`config.mk`:
```
export PLATFORM = sky130hd
export DESIGN_NAME = mi3_fifo
export DESIGN_NICKNAME = d
export VERILOG_FILES = /design/src/rtl/mi3_pkg.sv /design/src/rtl/mi3_fifo.sv
export VERILOG_INCLUDE_DIRS = /design/src /design/src/rtl
export SDC_FILE = /design/constraint.sdc
export NUM_CORES = 1
export LEC_CHECK = 0
export BUFFER_PORTS_ARGS = -buffer_cell sky130_fd_sc_hd__buf_2
export CORE_AREA = 2 2 530 532
export CTS_CLUSTER_DIAMETER = 100
export CTS_CLUSTER_SIZE = 40
export DETAILED_ROUTE_END_ITERATION = 16
export DIE_AREA = 0 0 532 534
export GPL_TIMING_DRIVEN = 0
export SYNTH_ARGS = -nofsm -noshare
export SYNTH_HDL_FRONTEND = slang
export SYNTH_SLANG_ARGS = --single-unit
```
`constraint.sdc`:
```
create_clock -name clock -period 36.3 [get_ports clock]
set_input_delay 1.815 -clock clock [delete_from_list [all_inputs] [get_ports clock]]
set_output_delay 1.815 -clock clock [all_outputs]
set_load 0.01 [all_outputs]
```
`src/rtl/matrix_inverse_3x3_defines.svh`:
```
// Assertion macros for the matrix_inverse_3x3 RTL files; mi3_fifo uses them.
// Needs a clock named clock and a reset named reset in the module that uses them.
`ifndef MATRIX_INVERSE_3X3_DEFINES_SVH
`define MATRIX_INVERSE_3X3_DEFINES_SVH

// Same-cycle implication, disabled during reset.
`define MI3_ASSERT_IMPL(name, ante, cons) \
   name: assert property (@(posedge clock) disable iff (reset) (ante) |-> (cons)) \
      else $error("matrix_inverse_3x3 assertion failed");

// Next-cycle implication, disabled during reset.
`define MI3_ASSERT_NEXT(name, ante, cons) \
   name: assert property (@(posedge clock) disable iff (reset) (ante) |=> (cons)) \
      else $error("matrix_inverse_3x3 assertion failed");

`endif

```
`src/rtl/mi3_pkg.sv`:
```
// Package for the 3x3 matrix inverter: widths, payload types and queue entry type.
// No dependencies.
`timescale 1ns / 1ps

package mi3_pkg;

   localparam int FRAC_BITS  = 16;
   localparam int ELEM_W     = 32;
   localparam int NUM_ELEM   = 9;
   localparam int ADJ_W      = 65;
   localparam int DET_W      = 97;
   localparam int MAG_W      = 96;
   localparam int REM_W      = MAG_W + 1;
   localparam int CMAG_W     = 64;
   localparam int NUM_W      = CMAG_W + 2 * FRAC_BITS;
   localparam int QUO_W      = 32;
   localparam int FRONT_LAT  = 6;
   localparam int BACK_LAT   = QUO_W + 3;
   localparam int FIFO_DEPTH = 2;
   localparam int PTR_W      = $clog2(FIFO_DEPTH);
   localparam int CNT_W      = $clog2(FIFO_DEPTH + 1);

   localparam logic [QUO_W-1:0] SAT_POS = {1'b0, {(QUO_W-1){1'b1}}};
   localparam logic [QUO_W-1:0] SAT_NEG = {1'b1, {(QUO_W-1){1'b0}}};

   typedef struct packed {
      logic signed [ELEM_W-1:0] a00;
      logic signed [ELEM_W-1:0] a01;
      logic signed [ELEM_W-1:0] a02;
      logic signed [ELEM_W-1:0] a10;
      logic signed [ELEM_W-1:0] a11;
      logic signed [ELEM_W-1:0] a12;
      logic signed [ELEM_W-1:0] a20;
      logic signed [ELEM_W-1:0] a21;
      logic signed [ELEM_W-1:0] a22;
   } req_type;

   typedef struct packed {
      logic signed [ELEM_W-1:0] b00;
      logic signed [ELEM_W-1:0] b01;
      logic signed [ELEM_W-1:0] b02;
      logic signed [ELEM_W-1:0] b10;
      logic signed [ELEM_W-1:0] b11;
      logic signed [ELEM_W-1:0] b12;
      logic signed [ELEM_W-1:0] b20;
      logic signed [ELEM_W-1:0] b21;
      logic signed [ELEM_W-1:0] b22;
      logic                     singular;
   } rsp_type;

   typedef struct packed {
      logic [NUM_ELEM-1:0][ADJ_W-1:0] adj;
      logic [DET_W-1:0]               det;
   } entry_type;

endpackage

```
`src/rtl/mi3_fifo.sv`:
```
// Two-entry queue between the front and back pipelines.
// Depends on mi3_pkg and matrix_inverse_3x3_defines.svh.
`timescale 1ns / 1ps
`include "matrix_inverse_3x3_defines.svh"

module mi3_fifo (
   input  logic               clock,
   input  logic               reset,
   input  logic               push,
   input  mi3_pkg::entry_type wdata,
   output logic               full,
   input  logic               pop,
   output mi3_pkg::entry_type rdata,
   output logic               empty
);
   import mi3_pkg::*;

   entry_type         mem_ff [FIFO_DEPTH];
   logic [PTR_W-1:0]  wptr_ff, wptr_in;
   logic [PTR_W-1:0]  rptr_ff, rptr_in;
   logic [CNT_W-1:0]  count_ff, count_in;

   assign full  = count_ff == CNT_W'(FIFO_DEPTH);
   assign empty = count_ff == '0;
   assign rdata = mem_ff[rptr_ff];

   assign wptr_in  = push ? wptr_ff + 1'b1 : wptr_ff;
   assign rptr_in  = pop ? rptr_ff + 1'b1 : rptr_ff;
   assign count_in = count_ff + CNT_W'(push) - CNT_W'(pop);

   always_ff @(posedge clock) begin
      if (reset) begin
         wptr_ff  <= '0;
         rptr_ff  <= '0;
         count_ff <= '0;
      end else begin
         wptr_ff  <= wptr_in;
         rptr_ff  <= rptr_in;
         count_ff <= count_in;
      end
   end

   always_ff @(posedge clock) begin
      if (push) begin
         mem_ff[wptr_ff] <= wdata;
      end
   end

   `MI3_ASSERT_IMPL(a_push_has_room, push, !full)
   `MI3_ASSERT_IMPL(a_pop_has_data, pop, !empty)
   `MI3_ASSERT_NEXT(a_count_tracks, push && !pop, count_ff == $past(count_ff) + 1'b1)

endmodule

```
# == After elaboration in Yosys (flattened, before gate mapping) ==
# Memories as Yosys holds them, arrays and structs flattened. A register that Yosys moved wholly into a read port is not among the register bits.
# Cells that the tools add are included.
# word_totals
rom_bits,0
mem_count,1
ram_bits,1364
latch_bits,0
elab_cells,14
inputBits,686
register_bits,4
# classes
multipliers,0
eq_ne,1
mux,4
reduce_logical,1
bitwise,0
n_addsub,4
shift,0
order_cmp,0
div_mod_pow,0
# memory_table
name,words,word_bits,read_ports,rd_ports_with_merged_regs,wr,line,source
mem_ff,2,682,1,1,1,mi3_fifo.sv:18,entry_type mem_ff [FIFO_DEPTH];
# ops
cell,count
$mux 1,4
$add 1x1->1 const B,2
$add 2x1->2,1
$eq 2x2->1 const B,1
$logic_not 2->1,1
$sub 2x1->2,1

# == Logic depth before layout (Yosys ltp) ==
# Gate-level depths: netlist of the first run.
# logic_depth
ltp_word,3
ltp_mapped,6

# == Least setup slack after synthesis of the first run ==
# Ideal clock, no wire load.
# synth_path
path_kind,input to register
startpoint,input push
endpoint,"memory mem_ff[0][0] in the netlist's numbering, enable pin"
setup_time_ns,1.828
slack_ns,3.445
path_stages,1
arrival_time_ns,31.027
n_path_buf,0
path_cell_list,nor2b_1
# synth_between
elab_chain_len,2
# synth_rtl
element,line,source
"start, declared",mi3_fifo.sv:9,"input logic push,"
$mux 1,mi3_fifo.sv:44,if (push) begin
$mux 1 (implied by the code),mi3_fifo.sv:45,mem_ff[wptr_ff] <= wdata;
"end, declared",mi3_fifo.sv:18,
# Every way passes these cells.

# == Worst setup path in the final report of the first run ==
# layout_path
startpoint,input push
endpoint,"memory mem_ff[1][536] in the netlist's numbering, enable pin"
# The elaborated chain is that of the path after synthesis.

==> results of run 1 <==
[worst paths after layout]
check / end / cells past startpoint / startpoint / slack [ns]
setup / recovery: mem_ff[1][536] / 9 / push / 31.78
hold / removal: rptr_ff / 2 / rptr_ff / 0.55
setup reg to reg: mem_ff[1][536] / 8 / wptr_ff / 32.44
hold reg to reg: rptr_ff / 2 / rptr_ff / 0.55
[per-stage QoR]
step | instances | hold slack, ns
after floorplan | 2143 | 0.4799
after global placement | 7236 | 0.4970
after detailed placement | 7274 | 0.5257
after CTS | 7386 | 0.5608
after global routing | 7399 | 0.6016
final | 7479 | 0.5537
[cell families after synthesis]
kind of cell,count (synthesis),share of synthesized area
adders and majority gates,2,0.0005033
and+or+nand+nor,9,0.0008811
buffers and inverters,78,0.01737
DFF,1369,0.8260
muxes,682,0.1545
xor gates and xnor gates,3,0.0008054
[per-layer routing]
metal / vias up / share of wire / track usage
met2: 1649 / 0.44 / 0.2316
met3: 431 / 0.17 / 0.1009
met5: - / 0.0047 / 0
li1: 11600 / - / -
met4: 162 / 0.029 / 0.03721
met1: 13900 / 0.36 / 0.1679
[layout make-up]
type                    instances  area, sq um  share of cell area
diodes                         93        232.7            0.003589
plain buffers                  76        855.8             0.01320
clock inverters                50        988.4             0.01524
clock buffers                  62         1509             0.02327
inverters                       2        7.507           0.0001158
flip-flops and latches       1369        41060              0.6332
multi-input cells             696         7799              0.1203
well taps                    3724         4659             0.07186
repair buffers               1407         7732              0.1192
[cell usage in the layout (no fill, tap or decap), types with 3 or more instances in the layout]
cell type / count
buf_16: 16
mux2_2: 682
dfxtp_1: 5
buf_2: 1369
bufinv_16: 3
clkinv_8: 5
clkinv_4: 3
clkinv_16: 16
inv_8: 3
buf_12: 22
inv_12: 3
edfxtp_1: 1364
inv_6: 10
clkbuf_16: 60
inv_16: 7
diode_2: 93
buf_6: 76
nor2_1: 5
[worst max-delay path: stages]
cell	delay, ns
buf_2	0.12
and2_4	0.57
buf_16	0.36
buf_16	0.34
buf_16	0.30
buf_16	0.27
buf_16	0.30
buf_16	0.29
buf_16	0.30
[report_power, final]
part	internal [uW]	switching, uW	total, uW
Sequential	1840	18.3	1860
Clock	375	594	969
Combinational	197	304	501
[sequential cells by signal, indices dropped and copies added (netlist names), named ones only]
signal,cells
wptr_ff,1
mem_ff,1364
rptr_ff,1
count_ff,2
==> results.sh, run 1 <==
export IMPL_power_total_uw=3332
export IMPL_async_flop_share=0
export IMPL_io_buffers=1369
export IMPL_finish_utilization=0.2329
export IMPL_syn_inst=2143
export IMPL_gp_congestion=0.9285
export IMPL_cts_clk_slew_worst_paths_ns=0.13
export IMPL_postSynthAreaPerCell_sq_um=23.20
export IMPL_cp_end_kind="flop"
export IMPL_drv_cap=0
export IMPL_vdd_ir_drop_worst_uv=54.92
export IMPL_yosysWarnings=0
export IMPL_fillCellCount=28930
export IMPL_maxSlewViolCount=0
export IMPL_post_cts_resized=0
export IMPL_finalCritPeriodShare=0.1245
export IMPL_crit_type="in2reg"
export IMPL_grt_ovfl_total=0
export IMPL_final_min_clock_period_ns=4.521
export IMPL_grt_pass1_vias=27590
export IMPL_die_h_um=534
export IMPL_synth_edf_count=1364
export IMPL_remaining_drc_errors=0
export IMPL_grt_max_degree=66
export IMPL_synth_seq_area_share=0.8260
export IMPL_rsz0062_at_grt="no"
export IMPL_fin_skew_ns=0.05901
export IMPL_initial_utilization=0.1786
export IMPL_vias=27750
export IMPL_synth_seq_cells=1369
export IMPL_post_cts_buffers=0
export IMPL_grt_first_pass_wirelength_um=278900
export IMPL_finalSetupTns_ns=0
export IMPL_hold_viol_final=0
export IMPL_crit_fanout=60
export IMPL_nets=4300
export IMPL_grt_usage=0.1497
export IMPL_setup_viol=0
export IMPL_antenna_found_initial=252
export IMPL_ios=1370
export IMPL_fin_area_sq_um=64840
export IMPL_yosys_top_cells_area="edfxtp_1 (82%), mux2_2 (15%), buf_6 (1.7%)"
export IMPL_avgRoutedWirePerCell_um=29.48
export IMPL_place_hpwl_um=186400
export IMPL_cts_buffers=60
export IMPL_core_area_sq_um=278400
export IMPL_wirelength_um=220500
export IMPL_placed_area_sq_um=62110
export IMPL_cts_root_buf="clkbuf_16"
export IMPL_ctsHoldBuffers=0
export IMPL_vias_per_cell=3.710
export IMPL_dieWidth_um=532
export IMPL_required_ns=36.77
export IMPL_cts_tree="built"
export IMPL_synth_top_cell_area_share=0.8239
export IMPL_dpl_worst_slack_ns=30.87
export IMPL_synth_nets=2831
export IMPL_setup_ws_ns=31.78
export IMPL_ys_top_cells_by_count="edfxtp_1 (1364), mux2_2 (682), buf_6 (76)"
export IMPL_worstPathArrival_ns=4.99
export IMPL_drt_initial_drc_count=2233
export IMPL_fmax_ghz=0.2212
export IMPL_slew_limit_headroom=0.4509
export IMPL_worst_pin_slew_ns=0.8219
export IMPL_clock_sinks=1369
export IMPL_insertion_delay_ns=0.80
export IMPL_syn_cell_area_sq_um=49710
export IMPL_drive_gt1_frac=0.6218
export IMPL_status="complete, no violations"
export IMPL_yosys_cell_types_count=11
export IMPL_ant_nets=0
export IMPL_synth_top_area_cell="edfxtp_1"
export IMPL_power_density_nw_per_um2=51.38
export IMPL_crit_path_start_kind="input pin"
export IMPL_rows=194
export IMPL_cts_buffer_depth=3
export IMPL_leakage_uw=0.02286
export IMPL_synthMostInstantiatedCell="edfxtp_1"
export IMPL_htreeDepth=2
export IMPL_syn_to_final_growth_pct=30.44
export IMPL_yosys_most_used_dff="edfxtp_1"
export IMPL_dr_pass1_iters=5
export IMPL_die_area_sq_um=284100
export IMPL_min_path_type="reg2reg"
No activity file was read; power rests on OpenSTA's default activity.
==> run 2: changes to the inputs <==
--- a/config.mk
+++ b/config.mk
@@ -7,11 +7,11 @@
 export NUM_CORES = 1
 export LEC_CHECK = 0
 export BUFFER_PORTS_ARGS = -buffer_cell sky130_fd_sc_hd__buf_2
-export CORE_AREA = 2 2 530 532
+export CORE_AREA = 2 2 541 543
 export CTS_CLUSTER_DIAMETER = 100
 export CTS_CLUSTER_SIZE = 40
 export DETAILED_ROUTE_END_ITERATION = 16
-export DIE_AREA = 0 0 532 534
+export DIE_AREA = 0 0 543 545
 export GPL_TIMING_DRIVEN = 0
 export SYNTH_ARGS = -nofsm -noshare
 export SYNTH_HDL_FRONTEND = slang
==> constraint.sdc (replaced) <==
create_clock -name clock -period 3.8 [get_ports clock]
set_input_delay 0.19 -clock clock [delete_from_list [all_inputs] [get_ports clock]]
set_output_delay 0.19 -clock clock [all_outputs]
set_load 0.01 [all_outputs]
==> run 2 against run 1 <==
Against the previous run:
- non-clock buffer count is 712 higher
- utilization is 1.5 points higher
- design area is 11% higher
- global-route usage is 1.5 points lower
- worst setup slack worse by 31 ns
- clock skew is 0.00057 ns higher
- first-iteration DRC count is 7.4% higher
- routed wire length is 4.2% lower
- sequential power grew to 9.6 times the previous value
- register-to-register slack worse by 32 ns
- highest routed layer unchanged
==> results.sh, run 2 (same netlist as run 1, synthesis figures left out) <==
export IMPL_fin_skew_ns=0.05958
export IMPL_worstPathArrival_ns=3.61
export IMPL_avgRoutedWirePerCell_um=25.29
export IMPL_final_min_clock_period_ns=3.158
export IMPL_crit_fanout=62
export IMPL_syn_to_final_growth_pct=44.55
export IMPL_grt_ovfl_total=0
export IMPL_vdd_ir_drop_worst_uv=467.4
export IMPL_die_area_sq_um=295900
export IMPL_post_cts_buffers=0
export IMPL_largest_reg_flops=1364
export IMPL_finalCritPeriodShare=0.8312
export IMPL_wirelength_um=211100
export IMPL_cts_buffer_depth=3
export IMPL_setup_viol=0
export IMPL_worst_pin_slew_ns=0.6609
export IMPL_min_path_type="in2reg"
export IMPL_mostFrequentLayoutCells="buf_2 (1369), edfxtp_1 (1364), dlygate4sd3_1 (713)"
export IMPL_grt_first_pass_wirelength_um=269100
export IMPL_drt_initial_drc_count=2398
export IMPL_whs_ns=0.1096
export IMPL_layout_commonest_cell="buf_2"
export IMPL_drv_cap=0
export IMPL_rows=198
export IMPL_gp_congestion=0.8681
export IMPL_vias_per_cell=3.660
export IMPL_remaining_drc_errors=0
export IMPL_required_ns=4.25
export IMPL_grt_pass1_vias=30270
export IMPL_cp_end_kind="flop"
export IMPL_cts_tree="built"
export IMPL_finalSetupTns_ns=0
export IMPL_status="complete, no violations"
export IMPL_leakage_uw=0.02569
export IMPL_finalNonFillerCells=8347
export IMPL_hold_viol_final=0
export IMPL_dieWidth_um=543
export IMPL_core_area_sq_um=290100
export IMPL_place_inst=7449
export IMPL_top_register="mem_ff"
export IMPL_slew_limit_headroom=0.5594
export IMPL_ios=1370
export IMPL_post_cts_resized=0
export IMPL_cts_clk_slew_worst_paths_ns=0.14
export IMPL_fmax_ghz=0.3166
export IMPL_nets=5007
export IMPL_io_buffers=1369
export IMPL_regArea_sq_um=41060
export IMPL_fillCellCount=29590
export IMPL_dr_pass1_iters=5
export IMPL_ant_nets=0
export IMPL_die_h_um=545
export IMPL_cts_root_buf="clkbuf_16"
export IMPL_place_hpwl_um=174500
export IMPL_insertion_delay_ns=0.79
export IMPL_maxSlewViolCount=0
export IMPL_grt_usage=0.1349
export IMPL_htreeDepth=2
export IMPL_power_total_uw=31710
export IMPL_multi_input_area_sq_um=7799
export IMPL_finish_utilization=0.2477
export IMPL_largestRegisters="mem_ff x1364, count_ff x2"
export IMPL_rsz0062_at_grt="no"
export IMPL_grt_max_degree=67
export IMPL_antenna_found_initial=261
export IMPL_crit_type="reg2reg"
export IMPL_ctsHoldBuffers=713
export IMPL_crit_path_start_kind="flop"
export IMPL_clock_sinks=1369
export IMPL_initial_utilization=0.1714
export IMPL_cts_buffers=55
export IMPL_power_density_nw_per_um2=441.2
export IMPL_drive_gt1_frac=0.5188
export IMPL_vias=30550
-- run 2: cell count changes in the layout (fill, tap and decap cells not counted), sizes merged --
cell | before | now
dlygate4sd3 | 0 | 713
diode | 93 | 85
inv | 25 | 17
clkbuf | 62 | 57
clkinv | 24 | 26
buf | 1483 | 1482
bufinv | 3 | 2
-- run 2: layout make-up --
class	instances	area share
Clock inverter	43	0.01107
Inverter	2	0.0001045
Multi-Input combinational cell	696	0.1085
Timing Repair Buffer	2119	0.2065
Clock buffer	57	0.01955
Sequential cell	1369	0.5714
Antenna cell	85	0.002960
Tap cell	3900	0.06791
Buffer	76	0.01191
-- run 2: stage by stage --
| stage | setup WS [ns] | instance area (sq um) |
|---|---|---|
| after floorplan | -7.017 | 49720 |
| after global placement | -13.20 | 61450 |
| after detailed placement | 0.6819 | 62310 |
| after CTS | 0.4663 | 71650 |
| after global routing | 0.4971 | 71720 |
| final | 0.6415 | 71860 |
-- run 2: metal layers --
metal	GRT usage	routed length, um
met5	0	1057
met2	0.2193	96780
met3	0.06564	27680
met4	0.03768	6145
met1	0.1567	79480
-- run 2: final timing paths --
| check | start | endpoint | slack (ns) | cells past startpoint |
|---|---|---|---|---|
| worst max-delay path | wptr_ff | mem_ff[1][476] | 0.64 | 6 |
| worst min register to register | rptr_ff | flop | 0.60 | 2 |
| worst min-delay path | wdata[628] | mem_ff[0][628] | 0.11 | 2 |
| worst max register to register | wptr_ff | mem_ff[1][476] | 0.64 | 6 |
-- run 2: critical path: stages, from the launching register on --
cell and delay, ns:
dfxtp_2 0.39, and2_4 0.59, buf_16 0.38, buf_16 0.26, buf_12 0.30, buf_16 0.32, buf_16 0.29
-- run 2: power breakdown --
| part | switching [uW] | internal, uW |
|---|---|---|
| Sequential | 181 | 17600 |
| Combinational | 3010 | 2360 |
| Clock | 5340 | 3210 |
==> run 3: changes to the inputs <==
--- a/config.mk
+++ b/config.mk
@@ -7,11 +7,11 @@
 export NUM_CORES = 1
 export LEC_CHECK = 0
 export BUFFER_PORTS_ARGS = -buffer_cell sky130_fd_sc_hd__buf_2
-export CORE_AREA = 2 2 541 543
+export CORE_AREA = 2 2 530 532
 export CTS_CLUSTER_DIAMETER = 100
 export CTS_CLUSTER_SIZE = 40
 export DETAILED_ROUTE_END_ITERATION = 16
-export DIE_AREA = 0 0 543 545
+export DIE_AREA = 0 0 532 534
 export GPL_TIMING_DRIVEN = 0
 export SYNTH_ARGS = -nofsm -noshare
 export SYNTH_HDL_FRONTEND = slang
==> constraint.sdc (replaced) <==
create_clock -name clock -period 2.95 [get_ports clock]
set_input_delay 0.1475 -clock clock [delete_from_list [all_inputs] [get_ports clock]]
set_output_delay 0.1475 -clock clock [all_outputs]
set_load 0.01 [all_outputs]
==> run 3 against run 2 <==
Against the previous run:
- utilization rose by 2.0 points
- critical path depth down 1
- critical endpoint is now mem_ff[1][29]
- largest cell class unchanged
- routed wire length up 5.5%
- clock power rose by 36%
- total power grew 32%
- clock skew decreased by 0.017 ns
- first-iteration DRC count decreased by 7.7%
- sequential power increased by 29%
- flip-flop and latch count unchanged
==> results.sh, run 3 (same netlist as run 1, synthesis figures left out) <==
export IMPL_status="complete, no violations"
export IMPL_antenna_found_initial=261
export IMPL_drv_cap=0
export IMPL_hold_viol_final=0
export IMPL_dieWidth_um=532
export IMPL_avgRoutedWirePerCell_um=26.37
export IMPL_setup_viol=0
export IMPL_cts_tree="built"
export IMPL_worstPathArrival_ns=3.23
export IMPL_cts_clk_slew_worst_paths_ns=0.14
export IMPL_mostFrequentLayoutCells="buf_2 (1369), edfxtp_1 (1364), dlygate4sd3_1 (974)"
export IMPL_place_hpwl_um=181400
export IMPL_final_min_clock_period_ns=2.767
export IMPL_clock_sinks=1369
export IMPL_crit_type="reg2reg"
export IMPL_gp_congestion=0.8975
export IMPL_finalCritPeriodShare=0.9381
export IMPL_grt_max_degree=67
export IMPL_nets=5273
export IMPL_finalSetupTns_ns=0
export IMPL_vias_per_cell=3.778
export IMPL_dr_pass1_iters=5
export IMPL_vias=31910
export IMPL_crit_path_start_kind="flop"
export IMPL_cp_end_kind="flop"
export IMPL_htreeDepth=2
export IMPL_ios=1370
export IMPL_largestRegisters="mem_ff x1364, count_ff x2"
export IMPL_required_ns=3.42
export IMPL_crit_fanout=65
export IMPL_insertion_delay_ns=0.84
export IMPL_grt_usage=0.1506
export IMPL_die_h_um=534
export IMPL_fin_skew_ns=0.04293
export IMPL_rsz0062_at_grt="no"
export IMPL_cts_buffers=58
export IMPL_drive_gt1_frac=0.4904
export IMPL_leakage_uw=0.02688
export IMPL_remaining_drc_errors=0
export IMPL_top_register="mem_ff"
export IMPL_finish_utilization=0.2676
export IMPL_drt_initial_drc_count=2214
export IMPL_grt_first_pass_wirelength_um=289000
export IMPL_grt_pass1_vias=32220
export IMPL_wirelength_um=222700
export IMPL_whs_ns=0.07546
export IMPL_rows=194
export IMPL_ant_nets=0
export IMPL_cts_buffer_depth=3
export IMPL_slew_limit_headroom=0.6879
export IMPL_cts_root_buf="clkbuf_16"
export IMPL_vdd_ir_drop_worst_uv=582.1
export IMPL_power_density_nw_per_um2=560.9
export IMPL_min_path_type="in2reg"
export IMPL_core_area_sq_um=278400
export IMPL_die_area_sq_um=284100
export IMPL_fillCellCount=28160
export IMPL_layout_commonest_cell="buf_2"
export IMPL_largest_reg_flops=1364
export IMPL_io_buffers=1369
export IMPL_grt_ovfl_total=0
export IMPL_maxSlewViolCount=0
export IMPL_worst_pin_slew_ns=0.4681
export IMPL_syn_to_final_growth_pct=49.87
export IMPL_fmax_ghz=0.3614
export IMPL_initial_utilization=0.1786
[run 3: cell types whose count changed in the layout (fill, tap and decap cells not counted), sizes merged]
| cell | before | now |
|---|---|---|
| dlygate4sd3 | 713 | 974 |
| buf | 1482 | 1484 |
| clkinv | 26 | 23 |
| diode | 85 | 92 |
| inv | 17 | 22 |
| bufinv | 2 | 1 |
| clkbuf | 57 | 60 |
[run 3: power breakdown]
group	internal [uW]	switching, uW	total [uW]
clock network	4330	7270	11600
logic	3280	3990	7270
registers	22700	240	22900
[run 3: final timing paths]
check | end | cells after the start | from | slack (ns)
worst max register to register | mem_ff[1][29] | 5 | wptr_ff | 0.18
worst min-delay path | mem_ff[1][216] | 2 | wdata[216] | 0.08
worst max-delay path | mem_ff[1][29] | 5 | wptr_ff | 0.18
worst min register to register | flop | 2 | rptr_ff | 0.56
[run 3: critical path, stage by stage, from the launching register on]
cell	delay, ns
dfxtp_2	0.40
and2_4	0.46
buf_16	0.34
buf_16	0.32
buf_16	0.31
buf_16	0.34
[run 3: per-layer routing]
layer  wire length [um]  share of wire  track usage
met5                939         0.0042            0
met4               6458          0.029      0.04102
met3              25040           0.11      0.06384
met2             106100           0.48       0.2539
met1              84120           0.38       0.1743
[run 3: area by class of cell]
cell class,instances,area [sq um],share of cell area
Multi-Input combinational cell,696,7799,0.1047
Buffer,76,880.8,0.01182
Sequential cell,1369,41060,0.5511
Inverter,2,7.507,0.0001008
Tap cell,3724,4659,0.06254
Antenna cell,92,230.2,0.003090
Clock inverter,44,924.6,0.01241
Clock buffer,60,1459,0.01958
Timing Repair Buffer,2382,17480,0.2346
[run 3: repair_timing]
item | 4_1_cts | 5_1_grt
hold endpoints to repair | 1432 | 0
resized for setup | 6 | 0
endpoints found under the setup margin | 218 | 0
setup buffers | 1 | 0
hold buffers | 974 | 0
[run 3: metrics by stage]
stage / instance area, sq um / instances / setup WS [ns] / total power (uW)
5_1_grt: 74350 / 8383 / 0.05267 / 43170
2_1_floorplan: 49720 / 2143 / -7.867 / 26440
4_1_cts: 74270 / 8353 / 0.01678 / 42280
3_3_place_gp: 61230 / 7236 / -14.39 / 29780
6_report: 74500 / 8445 / 0.1827 / 41790
3_5_place_dp: 62110 / 7274 / -0.3006 / 29390
